[src/sv/imuocc_pkg.sv]
// ----------------------------------------------------------------------------
// IMU offset calibration unit - package
// Widths, register defaults, register indexes and shared types.
// ----------------------------------------------------------------------------
package imuocc_pkg;

  localparam int SAMPLE_WIDTH    = 16;
  localparam int COUNT_WIDTH     = 16;
  localparam int CALIB_WIDTH     = 16;
  localparam int ALPHA_WIDTH     = 17;
  localparam int GRAVITY_WIDTH   = 16;
  localparam int CFG_INDEX_WIDTH = 2;
  localparam int CFG_DATA_WIDTH  = 17;
  localparam int FRAC_BITS       = 16;
  localparam int HALF_Q16        = 32768;

  localparam logic [CALIB_WIDTH-1:0]          CALIB_SAMPLES_RESET = 16'd1000;
  localparam logic [ALPHA_WIDTH-1:0]          ALPHA_ONE           = 17'd65536;
  localparam logic [ALPHA_WIDTH-1:0]          ALPHA_RESET         = 17'd65536;
  localparam logic signed [GRAVITY_WIDTH-1:0] GRAVITY_RESET       = 16'sd2511;

  typedef enum logic [CFG_INDEX_WIDTH-1:0] {
    CFG_CALIB_SAMPLES    = 2'd0,
    CFG_DC_BLOCKER_ALPHA = 2'd1,
    CFG_GRAVITY_VALUE    = 2'd2
  } cfg_index_t;

  typedef enum logic [2:0] {
    ST_IDLE,
    ST_ACCUM,
    ST_DIV_LOAD,
    ST_DIV_WAIT,
    ST_MIX_ALPHA,
    ST_MIX_BETA,
    ST_MIX_SUM,
    ST_RESULT
  } state_t;

  typedef struct packed {
    logic busy;
    logic done;
  } div_status_t;

endpackage

[src/sv/imuocc_sample_if.sv]
// ----------------------------------------------------------------------------
// IMU offset calibration unit - sample channel
// One raw IMU word: three accelerometer axes, three gyro axes, start flag.
// ----------------------------------------------------------------------------
interface imuocc_sample_if #(
  parameter int W = imuocc_pkg::SAMPLE_WIDTH
);
  logic                valid;
  logic                ready;
  logic signed [W-1:0] acc_x;
  logic signed [W-1:0] acc_y;
  logic signed [W-1:0] acc_z;
  logic signed [W-1:0] gyro_x;
  logic signed [W-1:0] gyro_y;
  logic signed [W-1:0] gyro_z;
  logic                start_calibration;

  modport source (
    output valid, acc_x, acc_y, acc_z, gyro_x, gyro_y, gyro_z, start_calibration,
    input  ready
  );
  modport sink (
    input  valid, acc_x, acc_y, acc_z, gyro_x, gyro_y, gyro_z, start_calibration,
    output ready
  );
endinterface

[src/sv/imuocc_result_if.sv]
// ----------------------------------------------------------------------------
// IMU offset calibration unit - result channel
// One corrected IMU word with calibration status flags.
// ----------------------------------------------------------------------------
interface imuocc_result_if #(
  parameter int W = imuocc_pkg::SAMPLE_WIDTH
);
  logic                valid;
  logic                ready;
  logic signed [W-1:0] acc_x_corrected;
  logic signed [W-1:0] acc_y_corrected;
  logic signed [W-1:0] acc_z_corrected;
  logic signed [W-1:0] gyro_x_corrected;
  logic signed [W-1:0] gyro_y_corrected;
  logic signed [W-1:0] gyro_z_corrected;
  logic                calibrating;
  logic                calibration_done;

  modport source (
    output valid, acc_x_corrected, acc_y_corrected, acc_z_corrected,
           gyro_x_corrected, gyro_y_corrected, gyro_z_corrected,
           calibrating, calibration_done,
    input  ready
  );
  modport sink (
    input  valid, acc_x_corrected, acc_y_corrected, acc_z_corrected,
           gyro_x_corrected, gyro_y_corrected, gyro_z_corrected,
           calibrating, calibration_done,
    output ready
  );
endinterface

[src/sv/imuocc_cfg_if.sv]
// ----------------------------------------------------------------------------
// IMU offset calibration unit - configuration channel
// Register write words: register index and write data.
// ----------------------------------------------------------------------------
interface imuocc_cfg_if;
  logic                                     valid;
  logic                                     ready;
  logic [imuocc_pkg::CFG_INDEX_WIDTH-1:0]   index;
  logic [imuocc_pkg::CFG_DATA_WIDTH-1:0]    data;

  modport source (output valid, index, data, input ready);
  modport sink   (input valid, index, data, output ready);
endinterface

[src/sv/imu_offset_calibrate_compensate_unit.sv]
// ----------------------------------------------------------------------------
// IMU offset calibration and compensation unit
// Takes one word at a time; the next waits until its result is registered.
// The gyro DC blocker adds mix steps; a run's last word uses the shared
// serial divider for each axis. Synchronous reset restores register defaults.
// ----------------------------------------------------------------------------
module imu_offset_calibrate_compensate_unit #(
  parameter int SAMPLE_WIDTH = imuocc_pkg::SAMPLE_WIDTH,
  parameter int COUNT_WIDTH  = imuocc_pkg::COUNT_WIDTH
) (
  input  logic            clk,
  input  logic            rst,
  imuocc_sample_if.sink   sample,
  imuocc_result_if.source result,
  imuocc_cfg_if.sink      cfg
);

  localparam int SW           = SAMPLE_WIDTH;
  localparam int CW           = COUNT_WIDTH;
  localparam int FRAC         = imuocc_pkg::FRAC_BITS;
  localparam int AW           = imuocc_pkg::ALPHA_WIDTH;
  localparam int GW           = imuocc_pkg::GRAVITY_WIDTH;
  localparam int SUM_WIDTH    = SW + CW + 1;
  localparam int DVD_WIDTH    = SUM_WIDTH + FRAC;
  localparam int QUO_WIDTH    = SW + FRAC;
  localparam int OFS_WIDTH    = SW + FRAC;
  localparam int AOFS_WIDTH   = ((SW > GW) ? SW : GW) + 2;
  localparam int ADIFF_WIDTH  = AOFS_WIDTH + 1;
  localparam int GDIFF_WIDTH  = OFS_WIDTH + 2;
  localparam int PROD_WIDTH   = OFS_WIDTH + AW + 1;
  localparam int MIX_WIDTH    = PROD_WIDTH - FRAC;
  localparam int AXES         = 6;
  localparam int GYRO_BASE    = 3;
  localparam int AXIS_WIDTH   = $clog2(AXES);
  localparam int GIDX_WIDTH   = $clog2(GYRO_BASE);

  localparam logic [AXIS_WIDTH-1:0] LAST_AXIS   = AXIS_WIDTH'(AXES - 1);
  localparam logic [AXIS_WIDTH-1:0] LAST_GYRO   = AXIS_WIDTH'(GYRO_BASE - 1);
  localparam logic [AXIS_WIDTH-1:0] FIRST_GYRO  = AXIS_WIDTH'(GYRO_BASE);
  localparam logic [AXIS_WIDTH-1:0] AXIS_ACC_Z  = AXIS_WIDTH'(2);
  localparam logic [CW-1:0]         COUNT_ONE   = CW'(1);

  localparam logic signed [SW-1:0]          SAT_HI = {1'b0, {(SW-1){1'b1}}};
  localparam logic signed [SW-1:0]          SAT_LO = {1'b1, {(SW-1){1'b0}}};
  localparam logic signed [PROD_WIDTH-1:0]  PHALF  = PROD_WIDTH'(imuocc_pkg::HALF_Q16);
  localparam logic signed [GDIFF_WIDTH-1:0] GHALF  = GDIFF_WIDTH'(imuocc_pkg::HALF_Q16);

  imuocc_pkg::state_t state, state_next;
  logic [AXIS_WIDTH-1:0] axis, axis_next;

  logic [imuocc_pkg::CALIB_WIDTH-1:0] calib_samples;
  logic [AW-1:0]                      alpha;
  logic signed [GW-1:0]               gravity;

  logic signed [SW-1:0]         smp [AXES];
  logic                         start_flag;
  logic                         done_flag;
  logic [CW-1:0]                samples_left;
  logic [CW-1:0]                run_count;
  logic signed [SUM_WIDTH-1:0]  sums [AXES];
  logic signed [AOFS_WIDTH-1:0] acc_ofs [GYRO_BASE];
  logic signed [OFS_WIDTH-1:0]  gyro_ofs [GYRO_BASE];
  logic signed [PROD_WIDTH-1:0] prod;
  logic signed [MIX_WIDTH-1:0]  part;
  logic                         div_neg;

  logic [CW-1:0]               count_cfg;
  logic                        start_ok;
  logic [CW-1:0]               left_eff;
  logic                        active;
  logic                        run_end;
  logic                        blocker_on;
  logic [AW-1:0]               beta;

  logic signed [SUM_WIDTH-1:0] sum_sel;
  logic                        sum_neg;
  logic [SUM_WIDTH-1:0]        sum_mag;
  logic [DVD_WIDTH-1:0]        dividend;
  logic                        div_start;
  logic [QUO_WIDTH-1:0]        div_quotient;
  imuocc_pkg::div_status_t     div_status;
  logic signed [QUO_WIDTH:0]   quo_signed;
  logic [GIDX_WIDTH-1:0]       div_gidx;
  logic [AXIS_WIDTH-1:0]       gyro_sel;

  logic signed [OFS_WIDTH-1:0]  mul_a;
  logic [AW-1:0]                mul_b;
  logic signed [PROD_WIDTH-1:0] mul_prod;

  logic signed [ADIFF_WIDTH-1:0] acc_diff [GYRO_BASE];
  logic signed [GDIFF_WIDTH-1:0] gyro_diff [GYRO_BASE];
  logic signed [GDIFF_WIDTH-1:0] gyro_sum [GYRO_BASE];
  logic signed [SW-1:0]          acc_corr [GYRO_BASE];
  logic signed [SW-1:0]          gyro_corr [GYRO_BASE];

  imuocc_divider #(
    .DIVIDEND_WIDTH (DVD_WIDTH),
    .QUOTIENT_WIDTH (QUO_WIDTH),
    .DIVISOR_WIDTH  (CW)
  ) u_divider (
    .clk      (clk),
    .rst      (rst),
    .start    (div_start),
    .dividend (dividend),
    .divisor  (run_count),
    .quotient (div_quotient),
    .status   (div_status)
  );

  assign cfg.ready    = 1'b1;
  assign sample.ready = (state == imuocc_pkg::ST_IDLE);

  always_ff @(posedge clk) begin
    if (rst) begin
      calib_samples <= imuocc_pkg::CALIB_SAMPLES_RESET;
      alpha         <= imuocc_pkg::ALPHA_RESET;
      gravity       <= imuocc_pkg::GRAVITY_RESET;
    end else if (cfg.valid) begin
      unique case (imuocc_pkg::cfg_index_t'(cfg.index))
        imuocc_pkg::CFG_CALIB_SAMPLES:    calib_samples <= cfg.data[imuocc_pkg::CALIB_WIDTH-1:0];
        imuocc_pkg::CFG_DC_BLOCKER_ALPHA: alpha <= cfg.data[AW-1:0];
        imuocc_pkg::CFG_GRAVITY_VALUE:    gravity <= cfg.data[GW-1:0];
        default: ;
      endcase
    end
  end

  always_comb begin
    count_cfg  = CW'(calib_samples);
    start_ok   = start_flag && (count_cfg != '0);
    left_eff   = start_ok ? count_cfg : samples_left;
    active     = (left_eff != '0);
    run_end    = (left_eff == COUNT_ONE);
    blocker_on = (alpha < imuocc_pkg::ALPHA_ONE);
    beta       = imuocc_pkg::ALPHA_ONE - alpha;

    sum_sel  = sums[axis];
    sum_neg  = sum_sel[SUM_WIDTH-1];
    sum_mag  = sum_neg ? -sum_sel : sum_sel;
    dividend = (axis >= FIRST_GYRO) ? {sum_mag, {FRAC{1'b0}}} : DVD_WIDTH'(sum_mag);
    quo_signed = div_neg ? -$signed({1'b0, div_quotient}) : $signed({1'b0, div_quotient});
    div_gidx   = GIDX_WIDTH'(axis - FIRST_GYRO);
    gyro_sel   = axis + FIRST_GYRO;

    mul_a    = (state == imuocc_pkg::ST_MIX_ALPHA) ? gyro_ofs[axis[GIDX_WIDTH-1:0]]
                                                   : OFS_WIDTH'(smp[gyro_sel]);
    mul_b    = (state == imuocc_pkg::ST_MIX_ALPHA) ? alpha : beta;
    mul_prod = PROD_WIDTH'(mul_a) * PROD_WIDTH'($signed({1'b0, mul_b}));
  end

  always_comb begin
    for (int i = 0; i < GYRO_BASE; i++) begin
      acc_diff[i]  = ADIFF_WIDTH'(smp[i]) - ADIFF_WIDTH'(acc_ofs[i]);
      gyro_diff[i] = GHALF - GDIFF_WIDTH'(gyro_ofs[i]);
      gyro_sum[i]  = GDIFF_WIDTH'(smp[GYRO_BASE + i]) + (gyro_diff[i] >>> FRAC);
      if (acc_diff[i] > ADIFF_WIDTH'(SAT_HI)) begin
        acc_corr[i] = SAT_HI;
      end else if (acc_diff[i] < ADIFF_WIDTH'(SAT_LO)) begin
        acc_corr[i] = SAT_LO;
      end else begin
        acc_corr[i] = acc_diff[i][SW-1:0];
      end
      if (gyro_sum[i] > GDIFF_WIDTH'(SAT_HI)) begin
        gyro_corr[i] = SAT_HI;
      end else if (gyro_sum[i] < GDIFF_WIDTH'(SAT_LO)) begin
        gyro_corr[i] = SAT_LO;
      end else begin
        gyro_corr[i] = gyro_sum[i][SW-1:0];
      end
    end
  end

  always_comb begin
    state_next = state;
    axis_next  = axis;
    div_start  = 1'b0;
    unique case (state)
      imuocc_pkg::ST_IDLE: begin
        if (sample.valid) state_next = imuocc_pkg::ST_ACCUM;
      end
      imuocc_pkg::ST_ACCUM: begin
        axis_next = '0;
        if (active && run_end) begin
          state_next = imuocc_pkg::ST_DIV_LOAD;
        end else if (blocker_on) begin
          state_next = imuocc_pkg::ST_MIX_ALPHA;
        end else begin
          state_next = imuocc_pkg::ST_RESULT;
        end
      end
      imuocc_pkg::ST_DIV_LOAD: begin
        if (!div_status.busy) begin
          div_start  = 1'b1;
          state_next = imuocc_pkg::ST_DIV_WAIT;
        end
      end
      imuocc_pkg::ST_DIV_WAIT: begin
        if (div_status.done) begin
          if (axis == LAST_AXIS) begin
            axis_next  = '0;
            state_next = blocker_on ? imuocc_pkg::ST_MIX_ALPHA : imuocc_pkg::ST_RESULT;
          end else begin
            axis_next  = axis + AXIS_WIDTH'(1);
            state_next = imuocc_pkg::ST_DIV_LOAD;
          end
        end
      end
      imuocc_pkg::ST_MIX_ALPHA: state_next = imuocc_pkg::ST_MIX_BETA;
      imuocc_pkg::ST_MIX_BETA:  state_next = imuocc_pkg::ST_MIX_SUM;
      imuocc_pkg::ST_MIX_SUM: begin
        if (axis == LAST_GYRO) begin
          axis_next  = '0;
          state_next = imuocc_pkg::ST_RESULT;
        end else begin
          axis_next  = axis + AXIS_WIDTH'(1);
          state_next = imuocc_pkg::ST_MIX_ALPHA;
        end
      end
      imuocc_pkg::ST_RESULT: begin
        if (!result.valid || result.ready) state_next = imuocc_pkg::ST_IDLE;
      end
      default: state_next = imuocc_pkg::ST_IDLE;
    endcase
  end

  always_ff @(posedge clk) begin
    if (rst) begin
      state <= imuocc_pkg::ST_IDLE;
      axis  <= '0;
    end else begin
      state <= state_next;
      axis  <= axis_next;
    end
  end

  always_ff @(posedge clk) begin
    if (rst) begin
      samples_left <= '0;
      run_count    <= '0;
      done_flag    <= 1'b0;
      for (int i = 0; i < AXES; i++) sums[i] <= '0;
      for (int i = 0; i < GYRO_BASE; i++) begin
        acc_ofs[i]  <= '0;
        gyro_ofs[i] <= '0;
      end
    end else begin
      unique case (state)
        imuocc_pkg::ST_ACCUM: begin
          done_flag <= active && run_end;
          if (start_ok) run_count <= count_cfg;
          if (active) begin
            samples_left <= left_eff - COUNT_ONE;
            for (int i = 0; i < AXES; i++) begin
              sums[i] <= (start_ok ? '0 : sums[i]) + SUM_WIDTH'(smp[i]);
            end
          end
        end
        imuocc_pkg::ST_DIV_WAIT: begin
          if (div_status.done) begin
            sums[axis] <= '0;
            if (axis >= FIRST_GYRO) begin
              gyro_ofs[div_gidx] <= OFS_WIDTH'(quo_signed);
            end else begin
              acc_ofs[axis[GIDX_WIDTH-1:0]] <= AOFS_WIDTH'(quo_signed)
                - ((axis == AXIS_ACC_Z) ? AOFS_WIDTH'(gravity) : '0);
            end
          end
        end
        imuocc_pkg::ST_MIX_SUM: begin
          gyro_ofs[axis[GIDX_WIDTH-1:0]] <= OFS_WIDTH'(PROD_WIDTH'(part) + prod);
        end
        default: ;
      endcase
    end
  end

  always_ff @(posedge clk) begin
    if (state == imuocc_pkg::ST_IDLE && sample.valid) begin
      smp[0]     <= sample.acc_x;
      smp[1]     <= sample.acc_y;
      smp[2]     <= sample.acc_z;
      smp[3]     <= sample.gyro_x;
      smp[4]     <= sample.gyro_y;
      smp[5]     <= sample.gyro_z;
      start_flag <= sample.start_calibration;
    end
    if (state == imuocc_pkg::ST_DIV_LOAD && !div_status.busy) div_neg <= sum_neg;
    if (state == imuocc_pkg::ST_MIX_ALPHA) prod <= mul_prod;
    if (state == imuocc_pkg::ST_MIX_BETA) begin
      part <= MIX_WIDTH'((prod + PHALF) >>> FRAC);
      prod <= mul_prod;
    end
  end

  always_ff @(posedge clk) begin
    if (rst) begin
      result.valid <= 1'b0;
    end else if (state == imuocc_pkg::ST_RESULT && (!result.valid || result.ready)) begin
      result.valid <= 1'b1;
    end else if (result.ready) begin
      result.valid <= 1'b0;
    end
  end

  always_ff @(posedge clk) begin
    if (state == imuocc_pkg::ST_RESULT && (!result.valid || result.ready)) begin
      result.acc_x_corrected  <= acc_corr[0];
      result.acc_y_corrected  <= acc_corr[1];
      result.acc_z_corrected  <= acc_corr[2];
      result.gyro_x_corrected <= gyro_corr[0];
      result.gyro_y_corrected <= gyro_corr[1];
      result.gyro_z_corrected <= gyro_corr[2];
      result.calibrating      <= (samples_left != '0);
      result.calibration_done <= done_flag;
    end
  end

endmodule

[src/sv/imuocc_divider.sv]
// ----------------------------------------------------------------------------
// IMU offset calibration unit - serial divider
// Restoring unsigned divider, one quotient bit per cycle. The quotient must
// fit QUOTIENT_WIDTH bits.
// ----------------------------------------------------------------------------
module imuocc_divider #(
  parameter int DIVIDEND_WIDTH = 49,
  parameter int QUOTIENT_WIDTH = 32,
  parameter int DIVISOR_WIDTH  = 16
) (
  input  logic                        clk,
  input  logic                        rst,
  input  logic                        start,
  input  logic [DIVIDEND_WIDTH-1:0]   dividend,
  input  logic [DIVISOR_WIDTH-1:0]    divisor,
  output logic [QUOTIENT_WIDTH-1:0]   quotient,
  output imuocc_pkg::div_status_t     status
);

  localparam int STEP_WIDTH = $clog2(QUOTIENT_WIDTH);
  localparam logic [STEP_WIDTH-1:0] LAST_STEP = STEP_WIDTH'(QUOTIENT_WIDTH - 1);

  logic [DIVISOR_WIDTH-1:0]  rem;
  logic [DIVISOR_WIDTH-1:0]  den;
  logic [QUOTIENT_WIDTH-1:0] quo;
  logic [STEP_WIDTH-1:0]     step;
  logic                      busy;
  logic                      done;
  logic [DIVISOR_WIDTH:0]    trial;
  logic [DIVISOR_WIDTH:0]    diff;
  logic                      fits;

  always_comb begin
    trial = {rem, quo[QUOTIENT_WIDTH-1]};
    diff  = trial - {1'b0, den};
    fits  = (trial >= {1'b0, den});
  end

  always_ff @(posedge clk) begin
    if (rst) begin
      busy <= 1'b0;
      done <= 1'b0;
      step <= '0;
    end else if (start) begin
      busy <= 1'b1;
      done <= 1'b0;
      step <= '0;
    end else if (busy) begin
      step <= step + STEP_WIDTH'(1);
      if (step == LAST_STEP) begin
        busy <= 1'b0;
        done <= 1'b1;
      end
    end else begin
      done <= 1'b0;
    end
  end

  always_ff @(posedge clk) begin
    if (start) begin
      rem <= dividend[QUOTIENT_WIDTH +: DIVISOR_WIDTH];
      quo <= dividend[QUOTIENT_WIDTH-1:0];
      den <= divisor;
    end else if (busy) begin
      rem <= fits ? diff[DIVISOR_WIDTH-1:0] : trial[DIVISOR_WIDTH-1:0];
      quo <= {quo[QUOTIENT_WIDTH-2:0], fits};
    end
  end

  assign quotient    = quo;
  assign status.busy = busy;
  assign status.done = done;

endmodule

[src/flat_wrapper.sv]
// flat-port wrapper written by rule: the top's interface ports become plain ports
module imu_offset_calibrate_compensate_unit_flat 
#(
  parameter int SAMPLE_WIDTH = imuocc_pkg::SAMPLE_WIDTH,
  parameter int COUNT_WIDTH  = imuocc_pkg::COUNT_WIDTH
)
  (clk, rst, sample_valid, sample_acc_x, sample_acc_y, sample_acc_z, sample_gyro_x, sample_gyro_y, sample_gyro_z, sample_start_calibration, sample_ready, result_valid, result_acc_x_corrected, result_acc_y_corrected, result_acc_z_corrected, result_gyro_x_corrected, result_gyro_y_corrected, result_gyro_z_corrected, result_calibrating, result_calibration_done, result_ready, cfg_valid, cfg_index, cfg_data, cfg_ready);
  imuocc_sample_if sample_i ();
  imuocc_result_if result_i ();
  imuocc_cfg_if cfg_i ();
  input  logic clk;
  input  logic rst;
  input wire logic [$bits(sample_i.valid)-1:0] sample_valid;
  input wire logic [$bits(sample_i.acc_x)-1:0] sample_acc_x;
  input wire logic [$bits(sample_i.acc_y)-1:0] sample_acc_y;
  input wire logic [$bits(sample_i.acc_z)-1:0] sample_acc_z;
  input wire logic [$bits(sample_i.gyro_x)-1:0] sample_gyro_x;
  input wire logic [$bits(sample_i.gyro_y)-1:0] sample_gyro_y;
  input wire logic [$bits(sample_i.gyro_z)-1:0] sample_gyro_z;
  input wire logic [$bits(sample_i.start_calibration)-1:0] sample_start_calibration;
  output wire logic [$bits(sample_i.ready)-1:0] sample_ready;
  output wire logic [$bits(result_i.valid)-1:0] result_valid;
  output wire logic [$bits(result_i.acc_x_corrected)-1:0] result_acc_x_corrected;
  output wire logic [$bits(result_i.acc_y_corrected)-1:0] result_acc_y_corrected;
  output wire logic [$bits(result_i.acc_z_corrected)-1:0] result_acc_z_corrected;
  output wire logic [$bits(result_i.gyro_x_corrected)-1:0] result_gyro_x_corrected;
  output wire logic [$bits(result_i.gyro_y_corrected)-1:0] result_gyro_y_corrected;
  output wire logic [$bits(result_i.gyro_z_corrected)-1:0] result_gyro_z_corrected;
  output wire logic [$bits(result_i.calibrating)-1:0] result_calibrating;
  output wire logic [$bits(result_i.calibration_done)-1:0] result_calibration_done;
  input wire logic [$bits(result_i.ready)-1:0] result_ready;
  input wire logic [$bits(cfg_i.valid)-1:0] cfg_valid;
  input wire logic [$bits(cfg_i.index)-1:0] cfg_index;
  input wire logic [$bits(cfg_i.data)-1:0] cfg_data;
  output wire logic [$bits(cfg_i.ready)-1:0] cfg_ready;
  assign sample_i.valid = sample_valid;
  assign sample_i.acc_x = sample_acc_x;
  assign sample_i.acc_y = sample_acc_y;
  assign sample_i.acc_z = sample_acc_z;
  assign sample_i.gyro_x = sample_gyro_x;
  assign sample_i.gyro_y = sample_gyro_y;
  assign sample_i.gyro_z = sample_gyro_z;
  assign sample_i.start_calibration = sample_start_calibration;
  assign sample_ready = sample_i.ready;
  assign result_valid = result_i.valid;
  assign result_acc_x_corrected = result_i.acc_x_corrected;
  assign result_acc_y_corrected = result_i.acc_y_corrected;
  assign result_acc_z_corrected = result_i.acc_z_corrected;
  assign result_gyro_x_corrected = result_i.gyro_x_corrected;
  assign result_gyro_y_corrected = result_i.gyro_y_corrected;
  assign result_gyro_z_corrected = result_i.gyro_z_corrected;
  assign result_calibrating = result_i.calibrating;
  assign result_calibration_done = result_i.calibration_done;
  assign result_i.ready = result_ready;
  assign cfg_i.valid = cfg_valid;
  assign cfg_i.index = cfg_index;
  assign cfg_i.data = cfg_data;
  assign cfg_ready = cfg_i.ready;
  imu_offset_calibrate_compensate_unit #(.SAMPLE_WIDTH(SAMPLE_WIDTH), .COUNT_WIDTH(COUNT_WIDTH)) u_core (.clk(clk), .rst(rst), .sample(sample_i), .result(result_i), .cfg(cfg_i));
endmodule
[config.mk]
export PLATFORM = sky130hd
export DESIGN_NAME = imu_offset_calibrate_compensate_unit_flat
export DESIGN_NICKNAME = d
export VERILOG_FILES = /design/src/sv/imuocc_pkg.sv /design/src/sv/imuocc_sample_if.sv /design/src/sv/imuocc_result_if.sv /design/src/sv/imuocc_cfg_if.sv /design/src/sv/imu_offset_calibrate_compensate_unit.sv /design/src/sv/imuocc_divider.sv /design/src/flat_wrapper.sv
export SDC_FILE = /design/constraint.sdc
export NUM_CORES = 2
export LEC_CHECK = 0
export ABC_AREA = 1
export ABC_CLOCK_PERIOD_IN_PS = 17700
export BUFFER_PORTS_ARGS = -buffer_cell sky130_fd_sc_hd__buf_2
export CAP_MARGIN = 10
export CORE_MARGIN = 2
export CORE_UTILIZATION = 35
export DETAILED_ROUTE_END_ITERATION = 16
export MAX_ROUTING_LAYER = met4
export SYNTH_ARGS = -nofsm -noshare
export SYNTH_HDL_FRONTEND = slang
export SYNTH_SLANG_ARGS = --single-unit
[constraint.sdc]
create_clock -name clk -period 17.7 [get_ports clk]
set_input_delay 0.885 -clock clk [delete_from_list [all_inputs] [get_ports clk]]
set_output_delay 0.885 -clock clk [all_outputs]
set_load 0.01 [all_outputs]
### Yosys cells after proc, flatten, opt, wreduce, memory -nomap -nowiden

Memories as Yosys holds them, arrays and structs flattened. A register that Yosys moved wholly into a read port is not among the register bits.
Cells that the tools add are included.
W data, S select, Z words.

| word-level totals | value |
|---|---|
| register bits after elaboration | 340 |
| bits in writable memories | 444 |
| input bits | 121 |
| logic and storage cells | 221 |
| memories kept | 4 |

Memories:

| memory | depth | bits a word | rd ports | clocked after memory_dff | wr ports | line | source |
|---|---|---|---|---|---|---|---|
| u_core.sums | 6 | 33 | 7 | 1 | 6 | imu_offset_calibrate_compensate_unit.sv:60 | `logic signed [SUM_WIDTH-1:0] sums [AXES];` |
| u_core.gyro_ofs | 3 | 32 | 4 | 1 | 3 | imu_offset_calibrate_compensate_unit.sv:62 | `logic signed [OFS_WIDTH-1:0] gyro_ofs [GYRO_BASE];` |
| u_core.smp | 6 | 16 | 7 | 0 | 6 | imu_offset_calibrate_compensate_unit.sv:55 | `logic signed [SW-1:0] smp [AXES];` |
| u_core.acc_ofs | 3 | 18 | 3 | 0 | 3 | imu_offset_calibrate_compensate_unit.sv:61 | `logic signed [AOFS_WIDTH-1:0] acc_ofs [GYRO_BASE];` |

| cells by class | value |
|---|---|
| add/sub/neg operators | 27 |
| multipliers | 1 |
| $lt $le $gt $ge | 15 |
| eq/ne operators | 17 |
| multiplexer cells | 93 |
| bitwise logic cells | 7 |
| reductions and logical operators | 30 |

Operators by type and width:

| kind | count |
|---|---|
| $mux W33 | 14 |
| $add A33 B33 Y33 | 6 |
| $mux W32 | 6 |
| $mux W16 | 10 |
| $mux W48 | 3 |
| $gt A34 B16 Y1 const B | 3 |
| $lt A34 B16 Y1 const B | 3 |
| $sub A17 B32 Y33 const A | 3 |
| $reduce_or A32 Y1 | 2 |
| $gt A19 B16 Y1 const B | 3 |
| $lt A19 B16 Y1 const B | 3 |
| $sub A16 B18 Y19 | 3 |
| $add A16 B17 Y18 | 3 |
| $add A48 B17 Y48 const B | 1 |
| $mul A32 B18 Y48 | 1 |
| $reduce_bool A16 Y1 | 3 |
| $mux W1 | 36 |
| $mux W18 | 2 |
| $mux W3 | 12 |
| $neg A33 Y33 | 1 |
| $reduce_or A33 Y1 | 1 |
| $add A32 B32 Y32 | 1 |
| $neg A32 Y32 | 1 |
| $pmux W3 S8 | 1 |
| other kinds (37) | 68 |

### Logic depth before layout (Yosys ltp)

| logic depth | value |
|---|---|
| word-level depth | 10 |
| depth in mapped cells | 40 |
| depth with buffers taken out | 38 |

### Cells and area by module

Synthesis repeated with hierarchy kept, for this count alone.

| unflattened totals | value |
|---|---|
| cell total of the unflattened synthesis | 10703 |
| area total of the unflattened synthesis | 78058.6 sq um |

By module, submodules not included:

| module | instances | cells an instance | area each (sq um) |
|---|---|---|---|
| imu_offset_calibrate_compensate_unit | 1 | 10186 | 73764.5 |
| imuocc_divider | 1 | 517 | 4294.1 |

### Worst setup path before layout

No wires, ideal clock.

| timing path | value |
|---|---|
| path type | input-to-reg |
| start | in result_ready |
| end | reg u_core.result.acc_x_corrected[0] (enable) |
| setup time | 675 ps |
| arrival time | 7559 ps |
| setup slack | 9466 ps |
| stages on the path | 2 |
| path buffers | 0 |
| cell sequence | nor2_1 nor3_1 |

| between the ends | value |
|---|---|
| cells in the longest elaborated chain, start to end | 2 |

Ends and longest elaborated chain:

| item | line | source |
|---|---|---|
| start, declared | flat_wrapper.sv:31 | `input wire logic [$bits(result_i.ready)-1:0] result_ready;` |
| $logic_or A1 B1 Y1 | imu_offset_calibrate_compensate_unit.sv:306 | `if (state == imuocc_pkg::ST_RESULT && (!result.valid \|\| result.ready)) begin` |
| $logic_and A1 B1 Y1 | imu_offset_calibrate_compensate_unit.sv:306 |  |
| end signal, assigned | imu_offset_calibrate_compensate_unit.sv:307 | `result.acc_x_corrected <= acc_corr[0];` |
| end, declared | imuocc_result_if.sv:20 | `output valid, acc_x_corrected, acc_y_corrected, acc_z_corrected,` |

Every way passes these cells.
A chain may end at the register's enable or synchronous reset.

### Final worst setup path

| timing path | value |
|---|---|
| start | reg u_core.axis[0] |
| end | reg u_core.prod[47], data pin |

| between the ends | value |
|---|---|
| cells in the longest elaborated chain, start to end | 6 |

Ends and longest elaborated chain:

| item | line | source |
|---|---|---|
| start, declared | imu_offset_calibrate_compensate_unit.sv:49 | `logic [AXIS_WIDTH-1:0] axis, axis_next;` |
| start signal, assigned | imu_offset_calibrate_compensate_unit.sv:232 | `axis <= axis_next;` |
| $add A3 B2 Y3 (*) | imu_offset_calibrate_compensate_unit.sv:143 | `gyro_sel = axis + FIRST_GYRO;` |
| $mem_v2 Z6 W16 (*) | -- |  |
| $mux W32 (*) | imu_offset_calibrate_compensate_unit.sv:145 | `mul_a = (state == imuocc_pkg::ST_MIX_ALPHA) ? gyro_ofs[axis[GIDX_WIDTH-1:0]]` |
| $mul A32 B18 Y48 (*) | imu_offset_calibrate_compensate_unit.sv:148 | `mul_prod = PROD_WIDTH'(mul_a) * PROD_WIDTH'($signed({1'b0, mul_b}));` |
| net u_core.mul_prod[47] | imu_offset_calibrate_compensate_unit.sv:88 | `logic signed [PROD_WIDTH-1:0] mul_prod;` |
| $mux W48 | imu_offset_calibrate_compensate_unit.sv:288 | `if (state == imuocc_pkg::ST_MIX_ALPHA) prod <= mul_prod;` |
| $mux W48 (*) | imu_offset_calibrate_compensate_unit.sv:289 | `if (state == imuocc_pkg::ST_MIX_BETA) begin` |
| end signal, assigned | imu_offset_calibrate_compensate_unit.sv:288 |  |
| end signal, assigned | imu_offset_calibrate_compensate_unit.sv:291 | `prod <= mul_prod;` |
| end, declared | imu_offset_calibrate_compensate_unit.sv:63 | `logic signed [PROD_WIDTH-1:0] prod;` |

The timed path passes the listed nets; every way through them passes the cells marked *. The select of a mux whose other input is x is not followed.

==> flow_summary.toml <==
[logic_synthesis]
avgSynthCellArea_um2 = 7.37
ys.flop_type = "edfxtp_1"
synth.area.top_cells = "edfxtp_1 20%, fa_1 14%, nand2_1 11%, inv_1 8.5%, ha_1 7.9%"
synth_nets = 11600
synth_warnings = 0
ys_types = 61
async_flop_share_pct = 0
ys_seq_area_share_pct = 27.9
synth_top_cell_by_area = "edfxtp_1"
syn_area_um2 = 77500
synth_edf_count = 522
ys_ff_latch = 819
synthCells = 10500
synth_top_area_share_pct = 20.2

[setup_path]
cp-startpoint = "u_core.axis[0]"
crit_path_top_delay_cell = "dfxtp_2"
crit_path_max_fanout = 53
crit_arrival_ps = 10410
worstRegToRegCells = 28
crit_path_start_kind = "register"
endpoint = "u_core.prod[47]"
max_stage_delay_ps = 930
r2r_slack_ps = 7790
worstReg2RegStart = "u_core.axis[0]"
critPathKind = "reg -> reg"
required_ps = 18200
end_kind = "register"
r2r-end = "u_core.prod[47]"

[final_layout]
fin_nets = 11700
syn2layout_area_growth_pct = 9.72
final.fill_count = 23300
final_util_pct = 38.7
drive_gt1_share_pct = 6.85

[cts]
htreeDepth = 3
cts_tree = "done"
numCtsBuffers = 100
clk-insertion-delay-late_ps = 800
cts.sinks = 819
cts_setup_buffers = 0
postCtsResizedCells = 0
clockBufferDepth = 3
clkTransAtPathRegs_ps = 60
cts_root_buffer = "clkbuf_16"
cts_hold_buf = 0

[placed_design]
finalWeightedCongestion = 1.02
dpl.hpwl_um = 258000
portBuffers = 220

[timing]
rsz0062_at_grt = "no"
max-slew-margin-rel_pct = 7.60
min_period_over_period_pct = 56.0
fmax_ghz = 0.101
finalCriticalPeriod_ps = 9910
worst_slew_pin_slew_ps = 1380
hold_violations = 0
fin_skew_ps = 50.1
totalNegativeSetupSlack_ps = 0
finalMaxSlewViolations = 0
setup_viol = 0

[floorplan]
initial_core_util_pct = 35.2
rows = 172
die_area_um2 = 225000
fp.dieH_um = 475
die_w_um = 475
ios = 222
core_area_um2 = 220000

[status]
status = "finished clean"

[global_route]
overflow = 0
grt_pass1_vias = 69900
grt_start_max_net_pins = 163
antenna_found_initial = 19
grt.total_usage_pct = 28.6
grt_pass1_wl_um = 464000

[min_path]
hold_class = "in -> reg"

[route]
via_per_inst = 5.28
num_vias = 72000
first_pass_iters = 6
post-route-drc-count = 0
wl_um = 316000
drtAntennaViolNets = 0
wire_per_inst_um = 23.2
drt-initial-drc-count = 6999

[job]
max_cap_viol_count = 0
==> sequential cells by signal, indices dropped and copies added, names as in the netlist, 3 cells and up, named ones only <==
| register | count |
|---|---|
| u_core.acc_ofs | 54 |
| u_core.alpha | 17 |
| u_core.axis | 3 |
| u_core.calib_samples | 16 |
| u_core.gravity | 16 |
| u_core.gyro_ofs | 128 |
| u_core.part | 32 |
| u_core.prod | 48 |
| u_core.result.acc_x_corrected | 16 |
| u_core.result.acc_y_corrected | 16 |
| u_core.result.acc_z_corrected | 16 |
| u_core.result.gyro_x_corrected | 16 |
| u_core.result.gyro_y_corrected | 16 |
| u_core.result.gyro_z_corrected | 16 |
| u_core.run_count | 16 |
| u_core.samples_left | 16 |
| u_core.smp | 96 |
| u_core.state | 3 |
| u_core.sums | 198 |
| u_core.u_divider.den | 16 |
| u_core.u_divider.quotient | 32 |
| u_core.u_divider.rem | 16 |
| u_core.u_divider.step | 5 |
==> cells in the mapped netlist, types with 83 or more instances <==
cell type and count:
xnor2_1 89, nand2_1 2352, nor2_1 1145, buf_2 83
nand3_1 571, clkbuf_1 198, o21ai_0 548, dfxtp_1 297
or2_2 148, inv_1 1752, nor3_1 87, edfxtp_1 522
a21oi_1 858, fa_1 524, xor2_1 204, ha_1 488
==> cell families after synthesis <==
logic type / after synthesis / share of synthesized area (%)
adder cells (fa/ha/maj): 1012 / 21.4
other: 1 / 0.00484
buffers and inverters: 2083 / 10.4
flip-flops: 819 / 27.9
AO/OA/AOI/OAI: 1800 / 12.9
AND/OR/NAND/NOR: 4498 / 24.0
XOR/XNOR: 294 / 3.33
==> area by class of cell <==
cell class / instances / area, um2 / share of cell area, %
multi-input cells: 7605 / 47900 / 56.4
inverters: 1770 / 6660 / 7.83
flip-flops and latches: 819 / 21600 / 25.4
repair buffers: 296 / 1690 / 1.99
clock buffers: 130 / 2830 / 3.32
clock inverters: 56 / 536 / 0.630
well taps: 2958 / 3700 / 4.35
diodes: 15 / 37.5 / 0.0442
==> routing by layer <==
layer	part of all wire [%]	track usage (%)
met1	42	35.6
met2	45	44.5
met5	0	-
met3	6.7	4.08
met4	6.8	16.6
==> worst min-delay path by stage <==
stage	start	to	slack (ps)	cells after the start
finish	sample_gyro_x[2]	u_core.smp[3][2]	270	1
CTS	sample_gyro_z[11]	u_core.smp[5][11]	220	1
detailed placement	u_core.run_count[9]	u_core.u_divider.den[9]	410	0
global placement	u_core.run_count[14]	u_core.u_divider.den[14]	420	0
floorplan	u_core.done_flag	u_core.result.calibration_done	400	0
global route	sample_gyro_z[8]	u_core.smp[5][8]	240	1
==> critical path: cells and delay by family (launching register included) <==
kind | cells | cell delay [ps]
flip-flops | 1 | 930
AND/OR/NAND/NOR | 5 | 1010
buffers and inverters | 8 | 1970
adder cells (fa/ha/maj) | 8 | 4390
AO/OA/AOI/OAI | 7 | 1260
==> cell usage in the layout, fill, tap and decap left out, drive strengths merged, types with 15 or more instances in the layout <==
master and instances:
o221ai 17, nand4 79, clkbuf 130, fa 524
nor4 25, ha 488, clkinv 40, a31oi 79
nor2 1151, o21ai 559, o21bai 35, nand2 2391
a21boi 19, nand3 571, xnor2 89, diode 15
o21a 26, o211ai 41, edfxtp 522, dfxtp 297
a21o 48, nor3 88, o31ai 24, or2 149
xor2 205, a21oi 888, inv 1774, buf 296
nand3b 26
==> metrics by stage <==
step | std cells | instance area, um2 | setup slack (ps) | hold WS (ps)
CTS | 13600 | 85000 | 7900 | 217
global placement | 13400 | 81600 | 8020 | 416
global route | 13600 | 85000 | 7150 | 244
floorplan | 10500 | 77500 | 9470 | 403
detailed placement | 13400 | 81600 | 7950 | 414
finish | 13600 | 85000 | 7790 | 269
Power is left out: the tool's default activity adds up to more than one toggle a clock period on the data nets, which glitch-free logic cannot reach.
